`config.mk`:
```
export PLATFORM = sky130hd
export DESIGN_NAME = tcld_chan
export DESIGN_NICKNAME = d
export VERILOG_FILES = /design/src/rtl/tcld_pkg.sv /design/src/rtl/tcld_chan.sv
export SDC_FILE = /design/constraint.sdc
export NUM_CORES = 2
export LEC_CHECK = 0
export ABC_AREA = 1
export BUFFER_PORTS_ARGS = -buffer_cell sky130_fd_sc_hd__buf_2
export CORE_MARGIN = 2
export CORE_UTILIZATION = 65
export CTS_CLUSTER_SIZE = 24
export DETAILED_ROUTE_END_ITERATION = 16
export MAX_ROUTING_LAYER = met4
export PLACE_DENSITY = 0.94
export SLEW_MARGIN = 20
export SYNTH_ARGS = -nofsm -noshare
export SYNTH_HDL_FRONTEND = slang
export SYNTH_SLANG_ARGS = --single-unit
```
`constraint.sdc`:
```
create_clock -name i_clk -period 12.1 [get_ports i_clk]
set_input_delay 0.605 -clock i_clk [delete_from_list [all_inputs] [get_ports i_clk]]
set_output_delay 0.605 -clock i_clk [all_outputs]
set_load 0.02 [all_outputs]
```
`src/rtl/tcld_pkg.sv`:
```
`timescale 1ns / 1ps
// Shared types and constants for the three-channel linear derating block.
// No dependencies; imported by tcld_chan and three_channel_linear_derate.
package tcld_pkg;

    // Fixed field widths
    localparam int CUR_W      = 17;
    localparam int TEMP_W     = 12;
    localparam int OUT_W      = 16;
    localparam int CFG_IDX_W  = 3;
    localparam int CFG_DATA_W = 17;

    // Configuration register indexes
    typedef enum logic [CFG_IDX_W-1:0] {
        REG_ENABLE      = 3'd0,
        REG_FLOOR       = 3'd1,
        REG_CUR_START   = 3'd2,
        REG_CUR_END     = 3'd3,
        REG_MTEMP_START = 3'd4,
        REG_MTEMP_END   = 3'd5,
        REG_ETEMP_START = 3'd6,
        REG_ETEMP_END   = 3'd7
    } t_reg_idx;

    // How a channel factor is formed once the quotient is known
    typedef enum logic [1:0] {
        MODE_ONE   = 2'd0,
        MODE_FLOOR = 2'd1,
        MODE_RAMP  = 2'd2
    } t_mode;

endpackage

```
`src/rtl/tcld_chan.sv`:
```
`timescale 1ns / 1ps
// One derating channel: classify, scale, restoring divide (one quotient bit
// per stage) and factor select. Depends on tcld_pkg; stage enables from the top.
module tcld_chan import tcld_pkg::*; #(
    parameter int FRAC_BITS = 15,
    parameter int DW        = 17
) (
    input  logic                      i_clk,
    input  logic [FRAC_BITS+3:0]      i_adv,
    input  logic                      i_ok,
    input  logic signed [DW:0]        i_value,
    input  logic signed [DW:0]        i_start,
    input  logic signed [DW:0]        i_end,
    input  logic [FRAC_BITS:0]        i_floor,
    input  logic [FRAC_BITS:0]        i_one_minus,
    output logic [FRAC_BITS:0]        o_factor
);

    localparam int FW = FRAC_BITS + 1;
    localparam int QW = FW;
    localparam int NW = DW + FW;
    localparam logic [FW-1:0] ONE = {1'b1, {FRAC_BITS{1'b0}}};

    logic [DW-1:0] r_d;
    logic [DW-1:0] r_den  [QW+1];
    t_mode         r_mode [QW+2];
    logic [NW-1:0] r_rem  [QW];
    logic [QW-1:0] r_q    [QW];
    logic [FW-1:0] r_factor;

    logic          active;
    logic          at_end;
    t_mode         n_mode;

    // Classify the sample against its thresholds
    assign active = i_ok && (i_end > i_start) && (i_value > i_start);
    assign at_end = (i_value >= i_end);

    always_comb begin
        priority if (!active) begin
            n_mode = MODE_ONE;
        end else if (at_end) begin
            n_mode = MODE_FLOOR;
        end else begin
            n_mode = MODE_RAMP;
        end
    end

    // Stage 0: offsets into the ramp
    always_ff @(posedge i_clk) begin
        if (i_adv[0]) begin
            r_d       <= DW'(i_value - i_start);
            r_den[0]  <= DW'(i_end - i_start);
            r_mode[0] <= n_mode;
        end
    end

    // Stage 1: scale the offset by the factor span
    always_ff @(posedge i_clk) begin
        if (i_adv[1]) begin
            r_rem[0]  <= NW'(r_d) * NW'(i_one_minus);
            r_den[1]  <= r_den[0];
            r_mode[1] <= r_mode[0];
        end
    end

    // Stages 2 .. QW+1: one quotient bit each, most significant first
    for (genvar k = 0; k < QW; k++) begin : g_div
        localparam int B = QW - 1 - k;
        logic [NW-1:0] shifted;
        logic          ge;
        logic [QW-1:0] q_prev;
        logic [QW-1:0] q_next;

        assign shifted = NW'(r_den[k+1]) << B;
        assign ge      = (r_rem[k] >= shifted);

        if (k == 0) begin : g_first
            assign q_prev = '0;
        end else begin : g_rest
            assign q_prev = r_q[k-1];
        end

        always_comb begin
            q_next    = q_prev;
            q_next[B] = ge;
        end

        always_ff @(posedge i_clk) begin
            if (i_adv[k+2]) begin
                r_q[k]      <= q_next;
                r_mode[k+2] <= r_mode[k+1];
            end
        end

        // Carry remainder and divisor only where a later bit needs them
        if (k < QW - 1) begin : g_carry
            always_ff @(posedge i_clk) begin
                if (i_adv[k+2]) begin
                    r_rem[k+1] <= ge ? (r_rem[k] - shifted) : r_rem[k];
                    r_den[k+2] <= r_den[k+1];
                end
            end
        end
    end

    // Stage QW+2: select the channel factor
    always_ff @(posedge i_clk) begin
        if (i_adv[QW+2]) begin
            unique case (r_mode[QW+1])
                MODE_ONE:   r_factor <= ONE;
                MODE_FLOOR: r_factor <= i_floor;
                MODE_RAMP:  r_factor <= ONE - r_q[QW-1];
                default:    r_factor <= ONE;
            endcase
        end
    end

    assign o_factor = r_factor;

endmodule

```
==> impl_metrics.xml <==
<?xml version="1.0" encoding="UTF-8"?>
<metrics>
  <group name="synthesis">
    <metric name="asyncSetResetFlopFracSynth" unit="%">0</metric>
    <metric name="syn_area_per_cell" unit="µm²">8.808</metric>
    <metric name="yosysSeqAreaShare" unit="%">44.73</metric>
    <metric name="synthDominantAreaCellType" unit="">sky130_fd_sc_hd__edfxtp_1</metric>
    <metric name="mappedNetlistArea" unit="µm²">68610</metric>
    <metric name="syn_nets" unit="">8556</metric>
    <metric name="netlist_top_cells_area" unit="">sky130_fd_sc_hd__edfxtp_1 45%, sky130_fd_sc_hd__nand2_1 11%, sky130_fd_sc_hd__ha_1 7.9%, sky130_fd_sc_hd__inv_1 7.0%, sky130_fd_sc_hd__fa_1 6.6%</metric>
    <metric name="number_of_enable_type_register_cells_in_the_synthesized_netlist" unit="">1022</metric>
    <metric name="yosysWarnings" unit="">0</metric>
    <metric name="netlist_top_cells_count" unit="">2090 x sky130_fd_sc_hd__nand2_1, 1284 x sky130_fd_sc_hd__inv_1, 1022 x sky130_fd_sc_hd__edfxtp_1</metric>
    <metric name="synth-main-ff-cell" unit="">sky130_fd_sc_hd__edfxtp_1</metric>
    <metric name="synthesis.instances" unit="">7790</metric>
    <metric name="yosysMostFrequentCell" unit="">sky130_fd_sc_hd__nand2_1</metric>
    <metric name="synth.distinct_cells" unit="">57</metric>
    <metric name="ys_ff_latch" unit="">1022</metric>
    <metric name="synth_top_cell_area_share" unit="%">44.73</metric>
  </group>
  <group name="layout">
    <metric name="post_route_cells_drive_above_1_share" unit="%">6.139</metric>
    <metric name="layout_stage_area_growth_over_the_synthesis_result" unit="%">7.409</metric>
    <metric name="final_area" unit="µm²">73690</metric>
    <metric name="fillerInstances" unit="">7857</metric>
    <metric name="num-nets-final" unit="">8675</metric>
    <metric name="post-route-util" unit="%">70.21</metric>
  </group>
  <group name="worst_setup_path">
    <metric name="timing_worst_setup_path_type" unit="">reg2reg</metric>
    <metric name="worstPathArrival" unit="ps">6510</metric>
    <metric name="worst_setup_start_kind" unit="">register</metric>
    <metric name="cp-end-kind" unit="">register</metric>
    <metric name="crit_path_max_fanout" unit="">16</metric>
    <metric name="worst_ep_required_time" unit="ps">12550</metric>
  </group>
  <group name="grt">
    <metric name="gr-usage-all-layers" unit="%">35.35</metric>
    <metric name="grt_pass1_wl" unit="mm">288.9</metric>
    <metric name="grt.overflow.total" unit="">0</metric>
    <metric name="grt_max_degree" unit="">68</metric>
    <metric name="grt_pass1_vias" unit="">53060</metric>
    <metric name="antenna_found_initial" unit="">2</metric>
  </group>
  <group name="power">
    <metric name="totalPowerFinal" unit="µW">23020</metric>
    <metric name="leakage" unit="µW">0.03341</metric>
    <metric name="worst_ir_drop_vdd" unit="V">0.0006425</metric>
    <metric name="power.density_cell_area" unit="nW/µm²">312.3</metric>
  </group>
  <group name="clocking">
    <metric name="cts_buffers" unit="">103</metric>
    <metric name="clk_pin_slew" unit="ps">60</metric>
    <metric name="post_cts.repair.setup_buffers" unit="">0</metric>
    <metric name="clk_root_buffer_cell" unit="">sky130_fd_sc_hd__clkbuf_16</metric>
    <metric name="cts_tree" unit="">done</metric>
    <metric name="cts_hold_buf" unit="">0</metric>
    <metric name="cts_max_path_buffers" unit="">3</metric>
    <metric name="htreeDepth" unit="">3</metric>
    <metric name="worst_skew_pair.late_latency" unit="ps">710</metric>
    <metric name="post_cts_resized" unit="">0</metric>
    <metric name="sink_count_of_the_clock_tree" unit="">1022</metric>
  </group>
  <group name="sta">
    <metric name="layout_min_cycle_time" unit="ps">6064</metric>
    <metric name="setup_tns" unit="ps">0</metric>
    <metric name="finalCritPeriodShare" unit="%">50.12</metric>
    <metric name="worst-slew-pin-transition" unit="ps">1084</metric>
    <metric name="timing.fmax" unit="GHz">0.1649</metric>
    <metric name="holdWs" unit="ps">218.5</metric>
    <metric name="finClkSkew" unit="ps">28.18</metric>
    <metric name="timing.max_slew.rel_slack" unit="%">27.72</metric>
    <metric name="rsz0062_at_grt" unit="">false</metric>
    <metric name="hold_violations" unit="">0</metric>
    <metric name="timing_max_transition_violations_final" unit="">0</metric>
    <metric name="setup_viol" unit="">0</metric>
  </group>
  <group name="floorplanning">
    <metric name="dieArea" unit="µm²">108200</metric>
    <metric name="floorplan.die.height" unit="µm">328.9</metric>
    <metric name="design.core.area" unit="µm²">105000</metric>
    <metric name="initial_utilization" unit="%">65.36</metric>
    <metric name="std_cell_rows" unit="">119</metric>
    <metric name="io_pins" unit="">123</metric>
    <metric name="die_width" unit="µm">328.9</metric>
  </group>
  <group name="routing">
    <metric name="drc" unit="">1</metric>
    <metric name="post_drt_wl_per_cell" unit="µm">19.81</metric>
    <metric name="firstDrtPassIters" unit="">14</metric>
    <metric name="routed_wl" unit="mm">186.1</metric>
    <metric name="drt.antenna.violating_nets" unit="">0</metric>
    <metric name="dr_total_vias" unit="">55350</metric>
    <metric name="avgViaCountPerCell" unit="">5.894</metric>
    <metric name="drtIter0Drc" unit="">6811</metric>
  </group>
  <group name="placed_design">
    <metric name="postPlaceCellArea" unit="µm²">70310</metric>
    <metric name="port-buffer-count" unit="">122</metric>
    <metric name="globalplace.congestion" unit="">1.010</metric>
    <metric name="hpwl" unit="mm">144.7</metric>
  </group>
  <group name="job">
    <metric name="max_cap_violations" unit="">0</metric>
  </group>
  <group name="run_status">
    <metric name="failed_checks" unit="">DRC</metric>
    <metric name="status" unit="">finished, violations left</metric>
  </group>
  <group name="hold_path">
    <metric name="worst_hold_path_type" unit="">in2reg</metric>
  </group>
</metrics>
-- metrics by stage --
stage	instances	worst slack [ps]
4_1_cts	9389	6117
3_5_place_dp	9195	6071
5_1_grt	9391	5791
2_1_floorplan	7790	6296
3_3_place_gp	9195	6125
6_report	9391	6036
-- cell usage in the layout (no fill, tap or decap), drive strengths merged, types with 7 or more instances in the layout --
master	netlist	routed
a21o	36	36
ha	434	434
nor2	614	614
fa	225	225
bufinv	0	11
nand4	151	151
o21ai	349	349
inv	1300	1311
and2	11	11
clkbuf	70	124
edfxtp	1022	1022
a21oi	495	495
nand3b	42	42
buf	54	138
a21boi	11	11
a31oi	7	7
o21a	10	10
xnor2	113	113
o21bai	36	36
nor3	120	120
nand3	366	366
or2	10	10
clkinvlp	0	9
xor2	142	142
nor4	27	27
nand2	2121	2121
clkinv	1	40
-- layout make-up --
type	instances	area [µm²]	area share (%)
clock inverters	70	713.2	0.9678
inverters	1301	4896	6.644
clock buffers	124	2656	3.604
diodes	2	5.005	0.006791
multi-input cells	5343	32260	43.77
repair buffers	138	735.7	0.9983
well taps	1391	1740	2.362
flip-flops and latches	1022	30690	41.64
-- cell families (layout without fill, tap and decap cells) --
kind of cell / count (synthesis) / in the layout / share of synthesized area, %
AND/OR/NAND/NOR: 3475 / 3475 / 21.31
XOR/XNOR: 255 / 255 / 3.255
AO/OA/AOI/OAI: 954 / 954 / 7.967
other: 0 / 2 / 0
buffers and inverters: 1425 / 1633 / 8.259
adder cells (fa/ha/maj): 659 / 659 / 14.48
flip-flops: 1022 / 1022 / 44.73
-- registers in the layout, indices dropped and copies added (netlist names) --
signal    flops
o_factor     16
r_d          17
r_den       289
r_mode       36
r_q         136
r_rem       528
-- final timing paths --
kind | depth (start not counted) | from | to | slack, ps
worst max-delay path | 20 | r_d[11] | r_rem[0][31] | 6040
worst min-delay path | 3 | i_floor[15] | o_factor[15] | 220
worst max register to register | 20 | r_d[11] | r_rem[0][31] | 6040
worst min register to register | 0 | r_q[1][14] | r_q[2][14] | 410
-- worst max-delay path, stage by stage, from the launching register on --
cell                       delay (ps)
sky130_fd_sc_hd__edfxtp_1         910
sky130_fd_sc_hd__nand2_1          200
sky130_fd_sc_hd__fa_1             590
sky130_fd_sc_hd__inv_1             60
sky130_fd_sc_hd__fa_1             520
sky130_fd_sc_hd__fa_1             440
sky130_fd_sc_hd__fa_1             530
sky130_fd_sc_hd__fa_1             540
sky130_fd_sc_hd__inv_1             50
sky130_fd_sc_hd__fa_1             530
sky130_fd_sc_hd__inv_1             40
sky130_fd_sc_hd__ha_1             350
sky130_fd_sc_hd__nand2_1          100
sky130_fd_sc_hd__inv_1             80
sky130_fd_sc_hd__nand3_1          120
sky130_fd_sc_hd__nor2_1           160
sky130_fd_sc_hd__nand4_1          110
sky130_fd_sc_hd__nand3_1          200
sky130_fd_sc_hd__nand2_1          100
sky130_fd_sc_hd__nand3_1          100
sky130_fd_sc_hd__nand2_1           80
-- per-layer routing --
layer / part of all wire, % / track usage, % / vias up
li1: - / - / 25820
met1: 40 / 46.77 / 25980
met2: 47 / 55.85 / 2930
met3: 8.3 / 4.372 / 621
met4: 4.5 / 14.16 / 0
met5: 0 / - / -
-- where the power goes --
part	leakage (µW)	internal (µW)	total, µW	switching, µW
Clock	0.00162	1820	3220	1410
Combinational	0.0219	4770	13700	8890
Sequential	0.00988	5390	6140	748
Total	0.0334	12000	23000	11000
Power figures use the tool's default switching activity.
